**src/bscs_pkg.sv**
```systemverilog
// shared constants, types and command codes for the background subtract block
package bscs_pkg;

   localparam int ROWS = 512;
   localparam int COLS = 512;
   localparam int DEPTH = ROWS * COLS;
   localparam int AW = (DEPTH > 1) ? $clog2(DEPTH) : 1;

   localparam int ADDR_W = 18;
   localparam int PIX_W = 8;
   localparam int COORD_W = 9;
   localparam int ADJ_W = 9;
   localparam int SUM_W = 10;

   localparam int QDEPTH = 4;
   localparam int QW = $clog2(QDEPTH);

   localparam logic signed [SUM_W-1:0] AVG_BIAS = 10'sd128;
   localparam logic [7:0] FULL_SCALE = 8'd255;

   localparam logic CSR_BLACK_LEVEL = 1'b0;
   localparam logic CSR_WHITE_LEVEL = 1'b1;

   typedef enum logic [1:0] {
      OP_PIXEL   = 2'd0,
      OP_ARM_SUB = 2'd1,
      OP_ARM_AVG = 2'd2,
      OP_CLEAR   = 2'd3
   } op_type;

   typedef struct packed {
      logic [ADDR_W-1:0]       address;
      logic signed [SUM_W-1:0] sum;
   } entry_type;

endpackage

```
**src/bscs_back.sv**
```systemverilog
// back part: window/level stretch by restoring division and output register
module bscs_back (
   input  logic                         clock,
   input  logic                         reset,
   input  logic                         q_valid,
   input  bscs_pkg::entry_type          q_entry,
   output logic                         q_pop,
   input  logic [7:0]                   black_level,
   input  logic [7:0]                   white_level,
   output logic                         rsp_valid,
   input  logic                         rsp_stall,
   output logic [bscs_pkg::ADDR_W-1:0]  rsp_out_address,
   output logic [7:0]                   rsp_gray_level
);

   typedef enum logic [2:0] {
      B_IDLE,
      B_MUL,
      B_CHK,
      B_DIV,
      B_DONE
   } state_type;

   state_type                    state_ff;
   logic [bscs_pkg::ADDR_W-1:0]  addr_ff;
   logic signed [10:0]           diff_ff;
   logic [16:0]                  rem_ff;
   logic [7:0]                   span_ff, quot_ff;
   logic [2:0]                   bit_ff;
   logic                         rsp_valid_ff;
   logic [bscs_pkg::ADDR_W-1:0]  rsp_addr_ff;
   logic [7:0]                   rsp_gray_ff;

   logic [7:0]                   span;
   logic [16:0]                  product, divisor, limit;
   logic                         out_free;

   assign span = (white_level > black_level) ? (white_level - black_level) : 8'd1;
   assign product = 17'(diff_ff[8:0]) * 17'(bscs_pkg::FULL_SCALE);
   assign divisor = 17'(span_ff) << bit_ff;
   assign limit = {1'b0, span_ff, 8'd0};
   assign out_free = !rsp_valid_ff || !rsp_stall;
   assign q_pop = (state_ff == B_IDLE) && q_valid;

   assign rsp_valid = rsp_valid_ff;
   assign rsp_out_address = rsp_addr_ff;
   assign rsp_gray_level = rsp_gray_ff;

   always_ff @(posedge clock) begin
      if (reset) begin
         state_ff <= B_IDLE;
         rsp_valid_ff <= 1'b0;
      end else begin
         if (state_ff == B_DONE && out_free) begin
            rsp_valid_ff <= 1'b1;
         end else if (!rsp_stall) begin
            rsp_valid_ff <= 1'b0;
         end
         unique case (state_ff)
            B_IDLE: begin
               if (q_valid) begin
                  addr_ff <= q_entry.address;
                  diff_ff <= 11'(q_entry.sum) - $signed({3'b000, black_level});
                  span_ff <= span;
                  state_ff <= B_MUL;
               end
            end
            B_MUL: begin
               quot_ff <= '0;
               if (diff_ff <= 11'sd0) begin
                  state_ff <= B_DONE;
               end else begin
                  rem_ff <= product;
                  state_ff <= B_CHK;
               end
            end
            B_CHK: begin
               bit_ff <= 3'd7;
               if (rem_ff >= limit) begin
                  quot_ff <= bscs_pkg::FULL_SCALE;
                  state_ff <= B_DONE;
               end else begin
                  state_ff <= B_DIV;
               end
            end
            B_DIV: begin
               if (rem_ff >= divisor) begin
                  rem_ff <= rem_ff - divisor;
                  quot_ff[bit_ff] <= 1'b1;
               end
               if (bit_ff == 3'd0) begin
                  state_ff <= B_DONE;
               end else begin
                  bit_ff <= bit_ff - 1'b1;
               end
            end
            B_DONE: begin
               if (out_free) begin
                  rsp_addr_ff <= addr_ff;
                  rsp_gray_ff <= quot_ff;
                  state_ff <= B_IDLE;
               end
            end
            default: state_ff <= B_IDLE;
         endcase
      end
   end

endmodule

```
**config.mk**
```make
export PLATFORM = sky130hd
export DESIGN_NAME = bscs_back
export DESIGN_NICKNAME = d
export VERILOG_FILES = /design/src/bscs_pkg.sv /design/src/bscs_back.sv
export SDC_FILE = /design/constraint.sdc
export NUM_CORES = 1
export LEC_CHECK = 0
export BUFFER_PORTS_ARGS = -buffer_cell sky130_fd_sc_hd__buf_4
export CORE_UTILIZATION = 38
export DETAILED_ROUTE_END_ITERATION = 10
export GPL_TIMING_DRIVEN = 0
export PLACE_DENSITY = 0.55
export REMOVE_ABC_BUFFERS = 1
export SKIP_CTS_REPAIR_TIMING = 1
export SYNTH_ARGS = -nofsm -noshare
export SYNTH_HDL_FRONTEND = slang
export SYNTH_SLANG_ARGS = --single-unit
export TNS_END_PERCENT = 50
```
**constraint.sdc**
```tcl
create_clock -name clock -period 13.4 [get_ports clock]
set_input_delay 2.68 -clock clock [delete_from_list [all_inputs] [get_ports clock]]
set_output_delay 2.68 -clock clock [all_outputs]
set_load 0.01 [all_outputs]
```
==> impl_metrics.yaml, run 1 <==
global_route:
  grt_max_degree: 23
  grt_pass1_vias: 5442
  grtUsageTotal: 0.1692
  grt-ovfl-total: 0
  grt_pass1_wl_microns: 26610
  antenna_found_initial: 0
place:
  postPlaceCellArea_sq_um: 8288
  placed_cells: 1045
  port_buffers: 75
  dp_hpwl_microns: 13020
  post-place-ws_ns: 7.609
  gp_congestion: 0.8578
final_layout:
  design_area_sq_um: 8568
  syn_to_final_growth_pct: 15.48
  antenna_cells: 0
  layout.area.seq_sq_um: 2813
  fillers: 1829
  instances_no_fill: 1061
  post_route_cells_drive_above_1_share: 0.1436
  nNetsFinal: 964
  multi_input_area_sq_um: 4136
route:
  totalWireLength_microns: 16030
  post_drt_wl_per_cell_microns: 15.11
  via_per_inst: 5.029
  dr.first_iter.drc_count: 259
  drc: 0
  final_antenna_net_count: 0
  firstDrtPassIters: 4
  vias: 5336
critical_path:
  worstSetupStartpointType: "input port"
  crit_path_end_kind: "output pin"
  cp_data_required_time_ns: 10.72
  crit_fanout: 3
  critPathArrivalTime_ns: 3.11
  path_class: "in -> out"
die:
  initial_core_util: 0.3927
  fp.dieH_microns: 141.7
  die-area_sq_um: 20090
  ioPinCount: 76
  chipWidth_microns: 141.7
  rows: 50
  core_sq_um: 18890
clock_tree:
  cts_buffers: 9
  clk_pin_slew_ns: 0.07
  htree_levels: 3
  clk_latency_ns: 0.35
  clock_sinks: 95
  cts_root_buf: "clkbuf_16"
  cts.path.max_buffers: 2
  cts_tree: "yes"
sta:
  worst_slew_pin_slew_ns: 1.006
  hold_viol: 0
  setup_viol: 0
  finClkSkew_ns: 0.009419
  maxSlewViolCount: 0
  setup_tns_ns: 0
  rsz0062_at_grt: "no"
  setup_ws_ns: 7.613
  post-route-period-util: 0.4319
  timing.fmax_ghz: 0.1728
  finalCriticalPeriod_ns: 5.787
  max-slew-margin-rel: 0.3254
synth:
  yosys.area_share.simple: 0.1241
  synth_compound_area_frac: 0.1440
  synth_top_area_frac: 0.3683
  synth_top_family_by_area: "adder cells"
  syn-cell-area_sq_um: 7420
  synth_adder_area_share: 0.2408
  synth_top_area_cell: "edfxtp_1"
  ys_seq_area_frac: 0.3791
  synth_cell_type_count: 66
  postSynthAreaPerCell_sq_um: 10.28
  ys_ff_latch: 95
  synth_mux_area_frac: 0.01349
  async_reset_ff_frac: 0
  synthTopCellsByArea: "edfxtp_1 (37%), ha_1 (14%), fa_1 (10%)"
  netlist_instances: 722
  yosysWarnings: 0
  synth_edf_count: 91
  synth_xor_area_frac: 0.03305
  ys.flop_type: "edfxtp_1"
flow_run:
  drv_cap: 0
power:
  power_density_nw_per_um2: 165.2
  total_power_w: 0.001415
  max-vdd-ir-drop_uv: 75.24
  leakage_nw: 3.701
run_status:
  outcome: "complete, no violations"
min_path:
  hp-class: "reg -> reg"
## kinds of logic (layout without fill, tap and decap cells)
group | after synthesis | in the layout
and+or+nand+nor | 185 | 185
AOI/OAI and AO/OA | 161 | 161
buffers and inverters | 123 | 202
adders and majority gates | 120 | 120
DFF | 95 | 95
xor gates and xnor gates | 28 | 28
muxes | 10 | 10
## per-layer routing
| layer | global-route usage | routed length (microns) | up-vias |
|---|---|---|---|
| li1 | - | - | 2687 |
| met2 | 0.2857 | 7870 | 104 |
| met5 | 0 | 0 | - |
| met4 | 0.05037 | 291 | 0 |
| met1 | 0.2152 | 7263 | 2525 |
| met3 | 0.03949 | 605 | 20 |
## critical path, cell delays in order
cell and delay [ns]:
buf_4 0.12, nand2_1 0.11, nor2_1 0.06, buf_4 0.15
## flip-flops by register name, summed over array words and instances (netlist names)
name	count
addr_ff	18
rsp_out_address	18
rem_ff	17
diff_ff	11
quot_ff	8
rsp_gray_level	8
span_ff	8
bit_ff	3
state_ff	3
rsp_valid	1
## cell usage in the layout, fill, tap and decap left out, types with 3 or more instances in the layout
master       n
nand2_1     49
nor3b_1      4
nor2b_1     17
a31oi_1      3
edfxtp_1    91
buf_6        4
and2_1       3
nor3_1      12
dfxtp_1      4
ha_1        82
a21boi_0     5
o22ai_1      4
xor2_1       6
fa_1        38
or2_2        3
a21oi_2      4
inv_1      106
nand4_1      9
clkbuf_16    9
buf_4       76
or3_1        4
o211ai_1     5
o21ai_0     41
nand3_1     12
mux2i_1     10
o21a_1       8
nand2b_1    10
xnor2_1     22
a21oi_1     40
o31ai_1      3
a211oi_1     9
o22a_1       3
a21o_1      10
nor2_1      46
## layout make-up
class,count,area share
well taps,260,0.03797
repair buffers,80,0.07185
clock inverters,7,0.006425
clock buffers,9,0.02629
multi-input cells,504,0.4828
flip-flops and latches,95,0.3283
inverters,106,0.04644
## power breakdown
group	internal (W)	switching (W)	leakage (nW)
clock	0.000128	0.000116	0.140
sequential	0.000378	0.0000144	0.861
combinational	0.000348	0.000430	2.70
## synthesized netlist by cell type, types with 4 or more instances
cell type and count:
a21oi_1 40, o21a_1 8, nor3_1 14, nor2_1 46, nand3_1 12, o21ai_0 41
o22ai_1 4, fa_1 38, or3_1 4, xnor2_1 22, nor3b_1 5, nor2b_1 17
xor2_1 6, inv_1 106, clkbuf_1 12, ha_1 82, a21o_1 10, nand2_1 49
a211oi_1 9, mux2i_1 10, a21boi_0 5, edfxtp_1 91, o211ai_1 5, a21oi_2 4
dfxtp_1 4, nand4_1 9, nand2b_1 10
## path summary, 6_finish.rpt
| check | cells past startpoint | slack (ns) | endpoint | start |
|---|---|---|---|---|
| max | 4 | 7.61 | q_pop | q_valid |
| min | 0 | 0.42 | rsp_out_address[1]$_DFFE_PP_ | addr_ff[1]$_DFFE_PP_ |
| max reg2reg | 14 | 8.60 | rem_ff[13]$_DFFE_PP_ | diff_ff[6]$_DFFE_PP_ |
| min reg2reg | 0 | 0.42 | rsp_out_address[1]$_DFFE_PP_ | addr_ff[1]$_DFFE_PP_ |
## through the flow
stage	hold slack [ns]	utilization
2_1_floorplan	0.4003	-
3_3_place_gp	0.4001	0.4351
3_5_place_dp	0.4045	0.4387
4_1_cts	0.4221	0.4535
5_1_grt	0.4290	0.4535
6_report	0.4201	0.4535
Power figures use the tool's default switching activity.
==> run 2: changes to the inputs <==
- PLACE_DENSITY: 0.55 -> 0.58
- clock period: 13.4 -> 4.72 ns (I/O delays scaled with it)
==> run 2 against run 1 <==
  * Via count decreased by 0.77%
  * Non-clock buffer count grew 23
  * Clock power grew to 3.0 times the previous value
  * Combinational power increased to 2.9 times the previous value
  * Critical endpoint is now rem_ff[15]$_DFFE_PP_
==> impl_metrics.yaml, run 2 (synthesis results as in run 1) <==
power:
  clock_power_share: 0.179
  swShare: 0.3946
  leakage_nw: 3.818
  p_switching_w: 0.001623
  seq_power_share: 0.270
  internal-power_w: 0.002490
  power_density_nw_per_um2: 467.2
  p_comb_frac: 0.551
  total_power_w: 0.004113
  max-vdd-ir-drop_uv: 331.1
global_route:
  grt_pass1_wl_microns: 25140
  use_met3: 0.02227
  grt_busiest_layer: "met2"
  grt-ovfl-total: 0
  met1_usage: 0.2340
  grt_pass1_vias: 5096
  grt_max_degree: 23
  met2_usage: 0.2499
  grtUsageTotal: 0.1596
  antenna_found_initial: 0
die:
  ioPinCount: 76
  rows: 50
  initial_core_util: 0.3927
  core_sq_um: 18890
  die-area_sq_um: 20090
  fp.dieH_microns: 141.7
  chipWidth_microns: 141.7
sta:
  finClkSkew_ns: 0.008645
  rsz0062_at_grt: "yes"
  hold_viol: 0
  maxSlewViolCount: 0
  worst_slew_pin_slew_ns: 0.8360
  finalCriticalPeriod_ns: 4.590
  post-route-period-util: 0.9724
  setup_ws_ns: 0.1301
  setup_viol: 0
  max-slew-margin-rel: 0.4427
  setup_tns_ns: 0
  timing.fmax_ghz: 0.2179
route:
  dr.first_iter.drc_count: 347
  totalWireLength_microns: 15400
  final_antenna_net_count: 0
  post_drt_wl_per_cell_microns: 14.21
  firstDrtPassIters: 4
  drc: 0
  vias: 5295
  via_per_inst: 4.885
critical_path:
  crit_start: "diff_ff[8]$_DFFE_PP_"
  timing.rr.end: "rem_ff[15]$_DFFE_PP_"
  rrSetupSlack_ns: 0.13
  path_class: "reg -> reg"
  crit_path_end_kind: "flop"
  timing.rr.start: "diff_ff[8]$_DFFE_PP_"
  crit_fanout: 6
  reg2reg_depth: 14
  critPathArrivalTime_ns: 4.69
  worstSetupStartpointType: "flop"
  cp_data_required_time_ns: 4.82
clock_tree:
  clock_sinks: 95
  cts_root_buf: "clkbuf_16"
  htree_levels: 3
  cts_buffers: 9
  cts_tree: "yes"
  cts.path.max_buffers: 2
  clk_pin_slew_ns: 0.07
  clk_latency_ns: 0.35
final_layout:
  syn_to_final_growth_pct: 18.65
  antenna_cells: 0
  final_common_cell: "inv_1"
  post_route_cells_drive_above_1_share: 0.1833
  instances_no_fill: 1084
  final_cell_mix: "inv_1 (100), buf_4 (98), edfxtp_1 (91)"
  design_area_sq_um: 8803
  nNetsFinal: 987
place:
  placed_cells: 1046
  dp_hpwl_microns: 12280
  port_buffers: 75
  postPlaceCellArea_sq_um: 8299
  gp_congestion: 0.8108
  post-place-ws_ns: -0.1693
min_path:
  min_path_cells: 0
  min_from: "addr_ff[16]$_DFFE_PP_"
  hp-class: "reg -> reg"
  min_to: "rsp_out_address[16]$_DFFE_PP_"
run_status:
  outcome: "complete, no violations"
flow_run:
  drv_cap: 0
==> run 2: cell types whose count changed in the layout (fill, tap and decap cells not counted), sizes merged <==
cell / before / now
inv: 109 / 110
buf: 80 / 103
clkinv: 4 / 3
==> run 2: worst max-delay path by stage <==
stage | to | slack, ns
floorplan | rem_ff[15]$_DFFE_PP_ | 0.29
global placement | diff_ff[10]$_DFFE_PP_ | -0.57
detailed placement | rem_ff[15]$_DFFE_PP_ | -0.17
CTS | rem_ff[15]$_DFFE_PP_ | -0.19
global route | rem_ff[13]$_DFFE_PP_ | -0.04
finish | rem_ff[15]$_DFFE_PP_ | 0.13
==> run 2: layout make-up <==
cell class	count	area, sq um
well taps	260	325.3
repair buffers	103	792.0
inverters	106	400.4
clock buffers	9	225.2
fillers	1840	10090
multi-input cells	504	4161
clock inverters	7	86.33
flip-flops and latches	95	2813
==> run 2: per-layer routing <==
layer  share of wire  routed length (microns)  vias to the layer above
met1            0.51                     7816                     2472
met4          0.0094                      144                        0
li1                -                        -                     2737
met5               0                        0                        -
met3           0.032                      490                       12
met2            0.45                     6948                       74
==> run 2: critical path: stages, from the launching register on <==
cell      delay [ns]
edfxtp_1        0.47
inv_2           0.12
fa_1            0.49
inv_1           0.08
fa_1            0.56
inv_1           0.06
fa_1            0.48
fa_1            0.54
inv_1           0.04
ha_2            0.32
a2111o_1        0.43
o21a_1          0.22
o21ai_2         0.15
mux2i_2         0.27
nor3_1          0.09
==> run 2: stage by stage <==
stage | hold slack, ns | util
finish | 0.4193 | 0.4660
global route | 0.4255 | 0.4660
CTS | 0.4205 | 0.4558
detailed placement | 0.4045 | 0.4393
global placement | 0.4006 | 0.4351
floorplan | 0.4003 | -
==> run 2: power groups by stage <==
stage	combinational (W)	sequential (W)	clock [W]
after global placement	0.00216	0.00114	0
after global routing	0.00261	0.00112	0.000789
after detailed placement	0.00217	0.00113	0
after CTS	0.00218	0.00111	0.000756
after floorplan	0.00174	0.00112	0
final	0.00226	0.00111	0.000736
==> run 3: changes to the inputs <==
- CORE_ASPECT_RATIO: unset -> 1.25
- SKIP_CTS_REPAIR_TIMING: 1 -> unset
==> run 3 against run 2 <==
  * Sequential share of layout area grew 0.68 points
  * Clock power decreased by 2%
  * Maximum frequency increased by 1.9%
  * Final area shrank 2.1%
  * Worst hold slack improved by 0.00073 ns
  * Register-to-register slack better by 0.09 ns
  * Sequential power about the same
  * Power fell by 1.8%
  * Count of clock-buffer cells in the layout did not move
  * Die area hardly changed
  * Largest power group unchanged
  * Highest routed layer unchanged
==> impl_metrics.yaml, run 3 (synthesis results as in run 1) <==
sta:
  finalCriticalPeriod_ns: 4.504
  timing.fmax_ghz: 0.2220
  maxSlewViolCount: 0
  hold_viol: 0
  finClkSkew_ns: 0.01249
  setup_viol: 0
  post-route-period-util: 0.9542
  max-slew-margin-rel: 0.4401
  worst_slew_pin_slew_ns: 0.8399
  rsz0062_at_grt: "yes"
die:
  core_sq_um: 18920
  rows: 56
  initial_core_util: 0.3922
  fp.dieH_microns: 158.2
  die-area_sq_um: 20090
  ioPinCount: 76
  chipWidth_microns: 127.0
clock_tree:
  cts_tree: "yes"
  clock_sinks: 95
  htree_levels: 3
  clk_latency_ns: 0.35
  cts.path.max_buffers: 2
  cts_buffers: 9
  clk_pin_slew_ns: 0.08
  cts_root_buf: "clkbuf_16"
global_route:
  antenna_found_initial: 0
  grt_pass1_wl_microns: 25060
  grt-ovfl-total: 0
  grt_max_degree: 23
  grt_pass1_vias: 5158
  grtUsageTotal: 0.1618
route:
  totalWireLength_microns: 15690
  via_per_inst: 5.105
  final_antenna_net_count: 0
  drc: 0
  firstDrtPassIters: 5
  post_drt_wl_per_cell_microns: 15.09
  vias: 5309
  dr.first_iter.drc_count: 269
power:
  max-vdd-ir-drop_uv: 218.3
  leakage_nw: 3.742
  total_power_w: 0.004041
  power_density_nw_per_um2: 468.8
critical_path:
  worstSetupStartpointType: "flop"
  critPathArrivalTime_ns: 4.61
  cp_data_required_time_ns: 4.83
  path_class: "reg -> reg"
  crit_path_end_kind: "flop"
  crit_fanout: 6
place:
  postPlaceCellArea_sq_um: 8272
  gp_congestion: 0.8176
  placed_cells: 1018
  port_buffers: 75
  dp_hpwl_microns: 12730
final_layout:
  design_area_sq_um: 8620
  nNetsFinal: 971
  instances_no_fill: 1040
  syn_to_final_growth_pct: 16.17
  antenna_cells: 0
  post_route_cells_drive_above_1_share: 0.1597
  final_common_cell: "inv_1"
  final_cell_mix: "inv_1 (103), edfxtp_1 (91), ha_1 (81), buf_4 (81), nand2_1 (49)"
run_status:
  outcome: "complete, no violations"
flow_run:
  drv_cap: 0
min_path:
  hp-class: "reg -> reg"
==> run 3: cell types whose count changed in the layout (fill, tap and decap cells not counted), sizes merged <==
cell    change
buf        -16
clkinv      +1
inv         -1
==> run 3: final timing paths <==
kind                        startpoint                            to  slack [ns]  depth (start not counted)
setup / recovery  diff_ff[7]$_DFFE_PP_          rem_ff[15]$_DFFE_PP_        0.22                         14
hold / removal    addr_ff[2]$_DFFE_PP_  rsp_out_address[2]$_DFFE_PP_        0.42                          0
setup reg to reg  diff_ff[7]$_DFFE_PP_          rem_ff[15]$_DFFE_PP_        0.22                         14
hold reg to reg   addr_ff[2]$_DFFE_PP_  rsp_out_address[2]$_DFFE_PP_        0.42                          0
==> run 3: per-stage QoR <==
step                hold slack, ns  setup slack [ns]  setup TNS (ns)    util
floorplan                   0.4003            0.2933               0       -
global placement            0.4006           -0.6863          -30.16  0.4327
detailed placement          0.4045          -0.01104        -0.01104  0.4372
CTS                         0.4225           0.02884               0  0.4536
global route                0.4250         -0.006762       -0.006762  0.4556
finish                      0.4200            0.2163               0  0.4556
==> run 3: worst max-delay path, stage by stage (launching register included) <==
cell	delay, ns
edfxtp_1	0.43
inv_2	0.13
fa_1	0.51
inv_1	0.07
fa_1	0.53
inv_1	0.05
fa_1	0.49
fa_1	0.54
inv_1	0.04
ha_2	0.32
a2111o_1	0.43
o21a_1	0.22
o21ai_1	0.17
mux2i_1	0.25
nor3_1	0.08
==> run 3: repair_timing <==
item                                    4_1_cts  5_1_grt
endpoints found under the setup margin        2        7
pin swaps                                     0        0
hold buffers                                  0        0
resized for setup                             2        5
buffers inserted                              2        4
gates cloned                                  0        0
==> run 3: cell type report <==
class | count | area (sq um)
clock buffers | 9 | 225.2
fillers | 1843 | 10300
inverters | 106 | 397.9
clock inverters | 7 | 65.06
multi-input cells | 504 | 4149
flip-flops and latches | 95 | 2813
well taps | 232 | 290.3
repair buffers | 87 | 679.4
==> run 3: report_power, final <==
| part | leakage [nW] | total [W] | internal [W] | switching, W |
|---|---|---|---|---|
| logic | 2.74 | 0.00221 | 0.00101 | 0.00120 |
| clock network | 0.145 | 0.000722 | 0.000371 | 0.000351 |
| registers | 0.861 | 0.00111 | 0.00107 | 0.0000378 |
==> run 3: layer usage <==
layer	vias to the layer above	GRT usage	part of all wire
met5	-	0	0
met4	0	0.06463	0.023
met3	24	0.02230	0.021
met2	80	0.3004	0.53
met1	2499	0.1871	0.42
li1	2706	-	-
