`config.mk`:
```
export PLATFORM = sky130hd
export DESIGN_NAME = bscs_queue
export DESIGN_NICKNAME = d
export VERILOG_FILES = /design/src/bscs_pkg.sv /design/src/bscs_queue.sv
export SDC_FILE = /design/constraint.sdc
export NUM_CORES = 1
export LEC_CHECK = 0
export ABC_CLOCK_PERIOD_IN_PS = 2750
export BUFFER_PORTS_ARGS = -buffer_cell sky130_fd_sc_hd__buf_4
export CORE_ASPECT_RATIO = 1.75
export CORE_MARGIN = 4
export CORE_UTILIZATION = 56
export CTS_BUF_LIST = sky130_fd_sc_hd__clkbuf_16
export DETAILED_ROUTE_END_ITERATION = 10
export HOLD_SLACK_MARGIN = 0.03
export PLACE_DENSITY = 0.8
export RECOVER_POWER = 50
export SLEW_MARGIN = 30
export SYNTH_ARGS = -nofsm -noshare
export SYNTH_HDL_FRONTEND = slang
export SYNTH_SLANG_ARGS = --single-unit
```
`constraint.sdc`:
```
create_clock -name clock -period 2.75 [get_ports clock]
set_input_delay 0.1375 -clock clock [delete_from_list [all_inputs] [get_ports clock]]
set_output_delay 0.1375 -clock clock [all_outputs]
set_load 0.02 [all_outputs]
```
`src/bscs_pkg.sv`:
```
// shared constants, types and command codes for the background subtract block
package bscs_pkg;

   localparam int ROWS = 512;
   localparam int COLS = 512;
   localparam int DEPTH = ROWS * COLS;
   localparam int AW = (DEPTH > 1) ? $clog2(DEPTH) : 1;

   localparam int ADDR_W = 18;
   localparam int PIX_W = 8;
   localparam int COORD_W = 9;
   localparam int ADJ_W = 9;
   localparam int SUM_W = 10;

   localparam int QDEPTH = 4;
   localparam int QW = $clog2(QDEPTH);

   localparam logic signed [SUM_W-1:0] AVG_BIAS = 10'sd128;
   localparam logic [7:0] FULL_SCALE = 8'd255;

   localparam logic CSR_BLACK_LEVEL = 1'b0;
   localparam logic CSR_WHITE_LEVEL = 1'b1;

   typedef enum logic [1:0] {
      OP_PIXEL   = 2'd0,
      OP_ARM_SUB = 2'd1,
      OP_ARM_AVG = 2'd2,
      OP_CLEAR   = 2'd3
   } op_type;

   typedef struct packed {
      logic [ADDR_W-1:0]       address;
      logic signed [SUM_W-1:0] sum;
   } entry_type;

endpackage

```
`src/bscs_queue.sv`:
```
// short queue of adjusted pixels between the front and back parts
module bscs_queue (
   input  logic                clock,
   input  logic                reset,
   input  logic                push,
   input  bscs_pkg::entry_type push_entry,
   output logic                full,
   input  logic                pop,
   output logic                not_empty,
   output bscs_pkg::entry_type head
);

   bscs_pkg::entry_type        slots [bscs_pkg::QDEPTH];
   logic [bscs_pkg::QW-1:0]    wr_ptr_ff, rd_ptr_ff;
   logic [bscs_pkg::QW:0]      count_ff;
   logic                       do_push, do_pop;

   assign full = (32'(count_ff) == bscs_pkg::QDEPTH);
   assign not_empty = (count_ff != '0);
   assign head = slots[rd_ptr_ff];
   assign do_push = push && !full;
   assign do_pop = pop && not_empty;

   always_ff @(posedge clock) begin
      if (do_push) begin
         slots[wr_ptr_ff] <= push_entry;
      end
   end

   always_ff @(posedge clock) begin
      if (reset) begin
         wr_ptr_ff <= '0;
         rd_ptr_ff <= '0;
         count_ff <= '0;
      end else begin
         if (do_push) begin
            wr_ptr_ff <= wr_ptr_ff + 1'b1;
         end
         if (do_pop) begin
            rd_ptr_ff <= rd_ptr_ff + 1'b1;
         end
         if (do_push && !do_pop) begin
            count_ff <= count_ff + 1'b1;
         end else if (do_pop && !do_push) begin
            count_ff <= count_ff - 1'b1;
         end
      end
   end

endmodule

```
==> results of run 1 <==
## worst max-delay path, cell delays in order (launching register included)
cell and delay [ns]:
sky130_fd_sc_hd__dfxtp_1 0.45, sky130_fd_sc_hd__nor3b_1 0.13, sky130_fd_sc_hd__nor2_1 0.31, sky130_fd_sc_hd__ha_1 0.26
sky130_fd_sc_hd__inv_1 0.07, sky130_fd_sc_hd__fa_1 0.40, sky130_fd_sc_hd__xor2_1 0.16, sky130_fd_sc_hd__or3_1 0.30
sky130_fd_sc_hd__a21oi_1 0.14
## report_power, final
part	internal [mW]	switching (mW)	leakage, nW
combinational	0.679	0.699	0.648
sequential	2.22	0.121	1.10
clock	1.49	0.712	0.309
## cells by family after synthesis
family,Yosys count,share of synthesized area (%)
multiplexers,30,14.93
buffers and inverters,11,1.866
AO/OA/AOI/OAI,6,0.9056
flip-flops,121,77.72
AND/OR/NAND/NOR,16,2.003
adder cells (fa/ha/maj),6,1.811
XOR/XNOR,4,0.7683
## final cells by class
class	instances	area [µm²]
Multi-Input combinational cell	62	920.9
Inverter	4	15.01
Timing Repair Buffer	97	696.9
Clock buffer	17	425.4
Clock inverter	15	171.4
Sequential cell	121	3545
Fill cell	467	2022
Tap cell	90	112.6
## worst paths after layout
path,start,to
max,count_ff[0]$_SDFFE_PP0P_,count_ff[2]$_SDFFE_PP0P_
min,push,wr_ptr_ff[0]$_SDFFE_PP0P_
max reg2reg,count_ff[0]$_SDFFE_PP0P_,count_ff[2]$_SDFFE_PP0P_
min reg2reg,wr_ptr_ff[1]$_SDFFE_PP0P_,wr_ptr_ff[1]$_SDFFE_PP0P_
## sequential cells by signal, indices dropped and copies added (netlist names), named ones only
signal     count
slots        112
rd_ptr_ff      2
count_ff       3
wr_ptr_ff      2
## metrics by stage
step | hold WS, ns | util, % | area, µm² | total power, mW | setup WS (ns)
finish | 0.1635 | 74.43 | 5887 | 5.922 | 0.4598
global route | 0.1886 | 74.43 | 5887 | 6.164 | 0.2883
CTS | 0.1297 | 76.03 | 6013 | 6.012 | 0.4607
detailed placement | 0.3423 | 64.82 | 5126 | 3.779 | 0.4786
global placement | 0.3367 | 64.82 | 5126 | 3.755 | 0.5822
floorplan | 0.2364 | - | 4559 | 3.284 | 0.6671
## placed cells by master, fill, tap and decap left out, drive strengths merged
master,netlist,routed
and2,4,4
ha,5,5
dlygate4sd3,0,29
fa,1,1
clkbuf,1,48
buf,6,37
edfxtp,112,112
or3,3,3
nor2,6,6
mux4,28,28
dfxtp,9,9
clkinv,0,6
o311ai,1,1
nor3b,1,1
clkinvlp,0,1
xor2,4,4
inv,4,8
bufinv,0,4
mux2i,2,2
o21ai,2,2
o31ai,1,1
a21oi,2,2
nand2b,2,2
## per-layer routing
layer,part of all wire [%],vias up,routed length (µm),track usage (%)
li1,-,1028,-,-
met1,37,1129,3071,21.45
met2,57,55,4666,31.97
met3,4.2,13,343,6.135
met4,1.7,0,138,7.106
met5,0,-,0,0
==> results list, run 1 <==
- Die area: between 0.009 and 0.01 mm²
* Number of unique standard cell types used by synthesis: 22
- Antenna violations before repair: 0
* Cells after Synth: approximately 190
- Tmin final: 2.290 ns
* Pin slew with the least headroom to its limit: 0.6615 ns
* # hold bufs at CTS: 29
- For this run, the top clock speed supported by timing is 0.4366 GHz.
* Global-route usage over all layers: around 19%
- Post-DR vias/cell: 5.480
- # clock sinks: 121
- In the synthesized netlist the dominant register cell turns out to be sky130_fd_sc_hd__edfxtp_1.
- Buffers added to address setup during post-CTS repair amount to 0.
* Fin crit share: 83.28%
* ANT cells: 0
- Average size of a mapped cell: 23.50 µm²
- Total Neg Setup Slack: 0 ns
- Setup violations remaining at the end of the flow were counted as 0.
* CTS tree: yes
- Relative slew margins: between 50% and 60%
- The root buffer cell chosen for the clock tree is sky130_fd_sc_hd__clkbuf_16.
* Non-filler cells in the finished layout: 406
* Std-Cell Core Area: 0.007909 mm²
- Router iterations before antenna repair: 4
- Clock-pin slew on the worst setup and hold paths: ~0.050 ns
- Most common cell in the synthesized netlist: sky130_fd_sc_hd__edfxtp_1
- After synthesis, the cell types taking the most area are sky130_fd_sc_hd__edfxtp_1 (74%), sky130_fd_sc_hd__mux4_2 (9.9%), sky130_fd_sc_hd__mux4_1 (4.6%), sky130_fd_sc_hd__dfxtp_1 (4.0%), sky130_fd_sc_hd__ha_1 (1.4%).
- Wire length per cell: 20.24 µm
* Fraction of the yosys area taken by sequential cells: 77.72%
* Maximum buffer depth of the clock tree: 2
- Via count of the first global-routing pass: 2510
* Post-synth top area cell: sky130_fd_sc_hd__edfxtp_1
- The worst setup path is captured at a flip-flop.
- Number of endpoints with negative hold slack in the final report: 0
* Detail Placement HPWL: 4.682 mm
* Number of nets still failing antenna checks after routing: 0
- Area fraction of the dominant cell type after synthesis: 73.77%
- Input and output buffers added on the ports amount to 61.
- The synthesized design contains 121 register bits.
- Setup slack on the worst reg-to-reg path comes out at 0.46 ns.
- Fraction of layout cells with a size suffix above 1: roughly 27%
* Cell Count Post-Placement: 345
* Effective utilization at floorplan: 57.65%
- Area grow syn2layout: 29.12%
* GRT overflow: 0
* Crit path arrival time: approximately 2.6 ns
- R2r worst-path depth: 8
- The worst hold path was traced through 4 stages.
* Pin count of the biggest net entering global routing: 29
* Type of the tightest min-delay check: in2reg
* Iter 0 DRT Violations: 95
- Number of nets produced by synthesis: 232
- Clock insertion delay at the later pin of the skew report: slightly above 0.4 ns
- Top cell types by occurrence after synthesis: sky130_fd_sc_hd__edfxtp_1 (112), sky130_fd_sc_hd__mux4_2 (20), sky130_fd_sc_hd__dfxtp_1 (9)
- At the end of routability-driven placement, the weighted congestion stood at 0.6949.
- Largest fanout on the critical path: 6
* Number of clock buffers inserted by TritonCTS: 17
* Std cell rows: 43
* Total detailed-routing wirelength: ~8.2 mm
- Wire length of the first global-routing pass: ~13 mm
* Count of flip-flops with a built-in enable after synthesis: 112
- Startpoint kind of the worst setup timing path: flip-flop
- Synthesized cell area: 0.004559 mm²
- The floorplan step set the die width to ~76 µm.
* Syn. warnings: 0
* Run status: finished, final reports clean
- Max-cap viol count: 0
- The worst setup path is of the reg2reg kind.
- Max IR drop VDD: between 0.0006 and 0.0007 V
* Setup repair after global routing missed its margin: no
- The floorplan step set the die height to 127.4 µm.
- The final count of pins violating max slew was 0.
- The detailed router placed 2225 vias in this run.
* Number of ports placed on the die boundary: 62
- Req. time, crit path: 3.08 ns
- Leak: 2.057 nW
* Proportion of register bits with asynchronous set or reset after synthesis: 0%
* Total of cells resized after clock tree synthesis: 0
- Residual DRC count: 0
* Power per cell area: 1006 mW/mm²
- Clock H-tree levels: 4
- Nets@finish: roughly 340
- Fin Clk Skew: 0.009752 ns
Power figures use the tool's default switching activity.
==> inputs of run 2 (changes only) <==
--- a/config.mk
+++ b/config.mk
@@ -5,15 +5,15 @@
 export SDC_FILE = /design/constraint.sdc
 export NUM_CORES = 1
 export LEC_CHECK = 0
-export ABC_CLOCK_PERIOD_IN_PS = 2750
+export ABC_CLOCK_PERIOD_IN_PS = 2000
 export BUFFER_PORTS_ARGS = -buffer_cell sky130_fd_sc_hd__buf_4
 export CORE_ASPECT_RATIO = 1.75
 export CORE_MARGIN = 4
-export CORE_UTILIZATION = 56
+export CORE_UTILIZATION = 51
 export CTS_BUF_LIST = sky130_fd_sc_hd__clkbuf_16
 export DETAILED_ROUTE_END_ITERATION = 10
 export HOLD_SLACK_MARGIN = 0.03
-export PLACE_DENSITY = 0.8
+export PLACE_DENSITY = 0.77
 export RECOVER_POWER = 50
 export SLEW_MARGIN = 30
 export SYNTH_ARGS = -nofsm -noshare
==> constraint.sdc (replaced) <==
create_clock -name clock -period 2 [get_ports clock]
set_input_delay 0.1 -clock clock [delete_from_list [all_inputs] [get_ports clock]]
set_output_delay 0.1 -clock clock [all_outputs]
set_load 0.02 [all_outputs]
==> results list, run 2 (synthesized netlist as in run 1, its figures left out) <==
- Clock-pin slew on the worst setup and hold paths: 0.05 ns
- Data on the critical path arrives at its endpoint at 2.32 ns.
- Root Buffer Master: sky130_fd_sc_hd__clkbuf_16
- Number of ports placed on the die boundary: 62
* R2r worst-path depth: 8
- In the layout the commonest cells are sky130_fd_sc_hd__edfxtp_1 (112), sky130_fd_sc_hd__buf_4 (48), sky130_fd_sc_hd__dlygate4sd3_1 (29), sky130_fd_sc_hd__clkbuf_1 (28), sky130_fd_sc_hd__mux4_2 (20).
* Clk network pwr share: 36.4%
- Number of nets still failing antenna checks after routing: 0
- Tmin final: 1.987 ns
- Type of the tightest min-delay check: in2reg
* Std cell rows: 45
* Hold Crit Depth: 4
* Pin slew with the least headroom to its limit: 0.4414 ns
* Number of endpoints with negative hold slack in the final report: 0
- Max-cap viol count: 0
- Once detailed placement completed, the half-perimeter wirelength came to 5.174 mm.
- Minimum setup slack after placement: -0.01821 ns
- Leak: 2.105 nW
* Nets@finish: 350
- The number of antenna violations at the first check in global routing was 0.
- After detailed placement, the total cell area comes to approximately 0.0052 mm².
- ANT cells: 0
* Fin crit share: 99.33%
* Horizontal die dimension: 79.48 µm
- GRT overflow: 0
* Post-DR vias/cell: 5.256
- Std-Cell Core Area: 0.008727 mm²
* Run status: finished, final reports clean
- Fmax: 0.5034 GHz
- # clock sinks: between 100 and 150
- CTS tree: yes
* Req. time, crit path: around 2.3 ns
* Setup repair after global routing missed its margin: yes
* Number of clock buffers inserted by TritonCTS: 17
- The first routing iteration left 138 violations.
* Part of the total power dissipated in sequential elements: about 39%
* Critical Path Max Stage Delay: around 0.36 ns
- Setup violations remaining at the end of the flow were counted as 0.
- Per report_power, the combinational group accounts for between 20% and 30% of the total.
- Internal power comes to about 6.1 mW.
- Power per cell area: 1375 mW/mm²
- Wire length per cell: 19.25 µm
- Die area: 0.01058 mm²
- Largest fanout on the critical path: 6
* Cell Chain, Critical Path: nor3b_2 -> nor2_2 -> ha_2 -> inv_1 -> fa_1 -> xor2_1 -> or3_1 -> a21oi_2
* Largest registers ranked by flip-flop count: slots (112), count_ff (3)
* Crit. Startpoint: count_ff[2]$_SDFFE_PP0P_
- Critical Path End Type: flip-flop
- Final estimated routing congestion in global placement: 0.7098
* Router iterations before antenna repair: 4
- For the final database, setup skew stands at 0.006688 ns.
- The filler cells instantiated in the layout total 553.
- Measured along the y axis, the die boundary spans 133.1 µm.
- Total detailed-routing wirelength: 8.510 mm
- Wire length of the first global-routing pass: 13.41 mm
* Post-route standard cell area excluding fillers: 0.006030 mm²
* Slack of the worst reg-to-reg path: about 0.013 ns
- Final Slew Violations: 0
- The worst setup path is launched from a flip-flop.
* Critical hold path startpoint: push
- The library cell used most frequently in the layout, excluding fill and tap cells, is sky130_fd_sc_hd__edfxtp_1.
- Global-route usage over all layers: a little under a fifth
* Switching power of the nets: 2.163 mW
- In the routed design, unresolved DRC markers number 0.
* Slack of the critical path: 0.01334 ns
* Clock H-tree levels: 4
* Effective utilization at floorplan: 52.24%
- Slowest CP cell: sky130_fd_sc_hd__fa_1
* Area grow syn2layout: 32.24%
- The via count of the first global-routing pass came to 2526.
- Entering global routing, the biggest net connects 29 pins.
- Clock insertion delay at the later pin of the skew report: 0.40 ns
* Sw frac: 26.09%
- Critical Setup Path Class: reg2reg
- Number of port buffers: 61
- In this run the deepest clock path goes through 2 buffers.
- The worst pin sits at a relative slew slack of ~70%.
* Vias post-DR: 2323
* Biggest register: slots
- R2r startpoint: count_ff[2]$_SDFFE_PP0P_
- Max IR drop VDD: 0.001159 V
* Largest register FFs: 112
- Of the cells placed in the final design, the portion with a size suffix greater than 1 is 31.38%.
[run 2: per-stage QoR]
step                       TNS, ns  cells  hold slack (ns)  total power [mW]  util (%)
after floorplan                  0    194           0.1989             4.517         -
after global placement           0    379           0.2994             5.178     59.61
after detailed placement  -0.01821    379           0.3060             5.238     59.61
after CTS                        0    441          0.06017             8.365     69.99
after global routing      -0.07312    442          0.07073             8.647     69.09
final                            0    442          0.08594             8.291     69.09
[run 2: power by group through the flow]
| stage | Combinational [mW] | Clock, mW | Sequential [mW] |
|---|---|---|---|
| 6_report | 2.06 | 3.02 | 3.21 |
| 5_1_grt | 2.21 | 3.20 | 3.24 |
| 4_1_cts | 2.09 | 3.07 | 3.20 |
| 3_5_place_dp | 2.00 | 0 | 3.23 |
| 3_3_place_gp | 1.97 | 0 | 3.21 |
| 2_1_floorplan | 1.34 | 0 | 3.18 |
[run 2: worst paths after layout]
| check | endpoint |
|---|---|
| setup reg to reg | count_ff[2]$_SDFFE_PP0P_ |
| hold / removal | wr_ptr_ff[0]$_SDFFE_PP0P_ |
| hold reg to reg | wr_ptr_ff[0]$_SDFFE_PP0P_ |
| setup / recovery | count_ff[2]$_SDFFE_PP0P_ |
[run 2: cell type report]
class | count | area (µm²) | share of cell area, %
multi-input cells | 62 | 948.4 | 15.73
clock buffers | 17 | 425.4 | 7.055
flip-flops and latches | 121 | 3551 | 58.89
clock inverters | 15 | 167.7 | 2.781
inverters | 4 | 15.01 | 0.2490
repair buffers | 106 | 775.7 | 12.87
well taps | 117 | 146.4 | 2.428
[run 2: what timing repair did]
item,4_1_cts,5_1_grt
pin swaps,2,2
resized for setup,6,4
hold endpoints to repair,120,0
hold buffers,29,0
setup endpoints to repair,9,2
setup buffers,1,1
[run 2: worst max-delay path: cells and delay by family (launching register included)]
kind | cells | cell delay [ns]
simple gates | 3 | 0.66
buf+inv | 1 | 0.05
flops | 1 | 0.35
compound gates | 1 | 0.12
fa+ha+maj | 2 | 0.56
xor+xnor | 1 | 0.17
[run 2: routing by layer]
layer	up-vias	global-route usage (%)	part of all wire, %
met1	1194	19.99	37
met4	0	8.700	2.5
li1	1048	-	-
met2	65	30.14	56
met5	-	0	0
met3	16	6.744	4.7
==> inputs of run 3 (changes only) <==
--- a/config.mk
+++ b/config.mk
@@ -15,6 +15,7 @@
 export HOLD_SLACK_MARGIN = 0.03
 export PLACE_DENSITY = 0.77
 export RECOVER_POWER = 50
+export SETUP_SLACK_MARGIN = 0.2
 export SLEW_MARGIN = 30
 export SYNTH_ARGS = -nofsm -noshare
 export SYNTH_HDL_FRONTEND = slang
==> results list, run 3 (synthesized netlist as in run 1, its figures left out) <==
* Worst-case hold slack: 0.1042 ns
- Routability-driven placement finished with a final weighted congestion of 0.7415.
- The first TritonRoute pass finished after 4 iterations.
- Largest register FFs: between 100 and 150
* R2r worst-path depth: 7
- Via count of the first global-routing pass: around 2500
- In this run the power density over the cells is around 1300 mW/mm².
* Wire length per cell: 18.53 µm
* Placed standard-cell area: 0.005177 mm²
- In the routed layout, each cell is associated on average with a via count of 5.182.
- In this run the vertical extent of the chip is 133.1 µm.
- R2r startpoint: count_ff[1]$_SDFFE_PP0P_
* # clock sinks: 121
- Timing would allow up to 0.5229 GHz.
* Non-filler cells in the finished layout: 440
* Leak: 2.085 nW
- Maximum buffer depth of the clock tree: 2
- The final route contains roughly 2300 vias.
- The number of placed instances, taps included, is approximately 370.
* Area grow syn2layout: 32.24%
- Largest registers ranked by flip-flop count: slots (112), count_ff (3)
- Antenna violations before repair: 0
- Along the worst hold path, the cell count comes to 4.
* Req. time, crit path: about 2.3 ns
- Of the cells placed in the final design, the portion with a size suffix greater than 1 is 33.13%.
- For the pin with the worst max-slew slack, the measured transition is around 0.5 ns.
- Global routing used between 10% and 20% of the available tracks across all layers.
- The smallest clock period supported by the final layout is computed as 1.912 ns.
- Number of endpoints with negative hold slack in the final report: 0
* Setup repair after global routing missed its margin: yes
* Pin count of the biggest net entering global routing: 29
* Clock H-tree levels: 4
- After the first detailed-routing iteration, the DRC count stood at 158.
* Uppermost layer routed: met4
* Type of the tightest min-delay check: in2reg
- At the later pin of the worst-skew pair, clock insertion delay measures 0.40 ns.
- After clock tree synthesis, the clock-pin slew on the worst setup and hold paths is 0.05 ns.
- Max IR drop VDD: 0.0007969 V
* Relative slew margins: about two thirds
- The critical path is of the reg2reg type.
* Post-route standard cell area excluding fillers: 0.006030 mm²
- Summed over all nets, the half-perimeter wirelength after detailed placement is around 4.7 mm.
* Nets@finish: 348
* Final Slew Violations: 0
- Pin placement for this block handled 62 I/O pins.
- The repair_antennas step left the layout with diodes totalling 0.
* Total Neg Setup Slack: 0 ns
- Detailed routing placed a total of 407 µm of wire on met3.
- Top library cells by usage in the layout, fill and taps aside: sky130_fd_sc_hd__edfxtp_1 (112), sky130_fd_sc_hd__clkbuf_1 (30), sky130_fd_sc_hd__dlygate4sd3_1 (29), sky130_fd_sc_hd__mux4_2 (28), sky130_fd_sc_hd__buf_6 (25)
* Wire length on met1: 3.048 mm
- Crit. Startpoint: count_ff[1]$_SDFFE_PP0P_
* Fin Clk Skew: 0.007809 ns
* Slack of the worst reg-to-reg path: 0.09 ns
- Along the worst path, the maximum fanout reaches 6.
- Startpoint kind of the worst setup timing path: flip-flop
- Horizontal die dimension: 79.48 µm
* Fin crit share: between 90% and 100%
- Setup-violating endpoint count in the final report: 0
* Biggest register: slots
- Input and output buffers added on the ports amount to between 60 and 70.
* Total met2 wirelength after detailed routing: 4.504 mm
- The run finished with clean final reports.
- Crit path arrival time: 2.24 ns
- Number of nets still failing antenna checks after routing: 0
- The floorplan step defined a die boundary enclosing approximately 0.011 mm².
* Wire length of the first global-routing pass: 12.75 mm
- Reg-to-reg endpoint: count_ff[2]$_SDFFE_PP0P_
* CTS tree: yes
* Max-cap viol count: 0
* Residual DRC count: 0
* Critical Path End Type: flip-flop
- Std-Cell Core Area: 0.008727 mm²
- For this block, the routed nets add up to 8.151 mm of wire.
* Sum of internal, switching and leakage power: 8.018 mW
* GRT overflow: 0
- The worst hold path begins at push.
- Most common cell after layout, fill and taps aside: sky130_fd_sc_hd__edfxtp_1
- The floorplan has 45 rows.
- Effective utilization at floorplan: 52.24%
- Root Buffer Master: sky130_fd_sc_hd__clkbuf_16
* WHS Endpoint: wr_ptr_ff[0]$_SDFFE_PP0P_
* Number of clock buffers inserted by TritonCTS: 17
[run 3: critical path: stages, from the launching register on]
cell	delay [ns]
sky130_fd_sc_hd__dfxtp_4	0.37
sky130_fd_sc_hd__o31ai_4	0.24
sky130_fd_sc_hd__ha_2	0.22
sky130_fd_sc_hd__inv_1	0.05
sky130_fd_sc_hd__fa_2	0.33
sky130_fd_sc_hd__xor2_1	0.16
sky130_fd_sc_hd__or3_1	0.34
sky130_fd_sc_hd__a21oi_1	0.13
[run 3: routing by layer]
| layer | up-vias | GRT usage (%) |
|---|---|---|
| met1 | 1145 | 18.62 |
| met5 | - | 0 |
| li1 | 1037 | - |
| met4 | 0 | 9.273 |
| met2 | 83 | 28.14 |
| met3 | 15 | 5.313 |
[run 3: worst max path at each step]
stage / endpoint / depth (start not counted) / slack (ns)
2_1_floorplan: count_ff[2]$_SDFFE_PP0P_ / 8 / 0.11
3_3_place_gp: count_ff[2]$_SDFFE_PP0P_ / 7 / 0.10
3_5_place_dp: count_ff[2]$_SDFFE_PP0P_ / 7 / 0.04
4_1_cts: head[13] / 3 / 0.13
5_1_grt: count_ff[2]$_SDFFE_PP0P_ / 7 / -0.02
6_report: count_ff[2]$_SDFFE_PP0P_ / 7 / 0.09
[run 3: what timing repair did]
action / in CTS / in global routing
gates resized for setup: 8 / 37
hold buffers: 29 / 0
cloned: 0 / 2
setup endpoints to repair: 54 / 57
hold endpoints to repair: 120 / 0
setup buffers: 3 / 1
pin swaps: 3 / 2
[run 3: cell type report]
type / instances / area [µm²]
sequential: 121 / 3556
fill: 582 / 2698
multi-input combinational: 62 / 930.9
timing repair buffer: 104 / 894.6
clock buffer: 17 / 425.4
tap: 117 / 146.4
clock inverter: 15 / 61.31
inverter: 4 / 15.01
[run 3: power breakdown]
| part | internal (mW) | leakage, nW | switching [mW] |
|---|---|---|---|
| clock | 1.51 | 0.269 | 0.930 |
| combinational | 1.25 | 0.714 | 1.09 |
| sequential | 3.07 | 1.10 | 0.154 |
[run 3: per-stage QoR]
step,setup slack (ns),utilization (%)
2_1_floorplan,0.1149,-
3_3_place_gp,0.1000,59.33
3_5_place_dp,0.04201,59.33
4_1_cts,0.1271,68.86
5_1_grt,-0.02081,69.09
6_report,0.08770,69.09
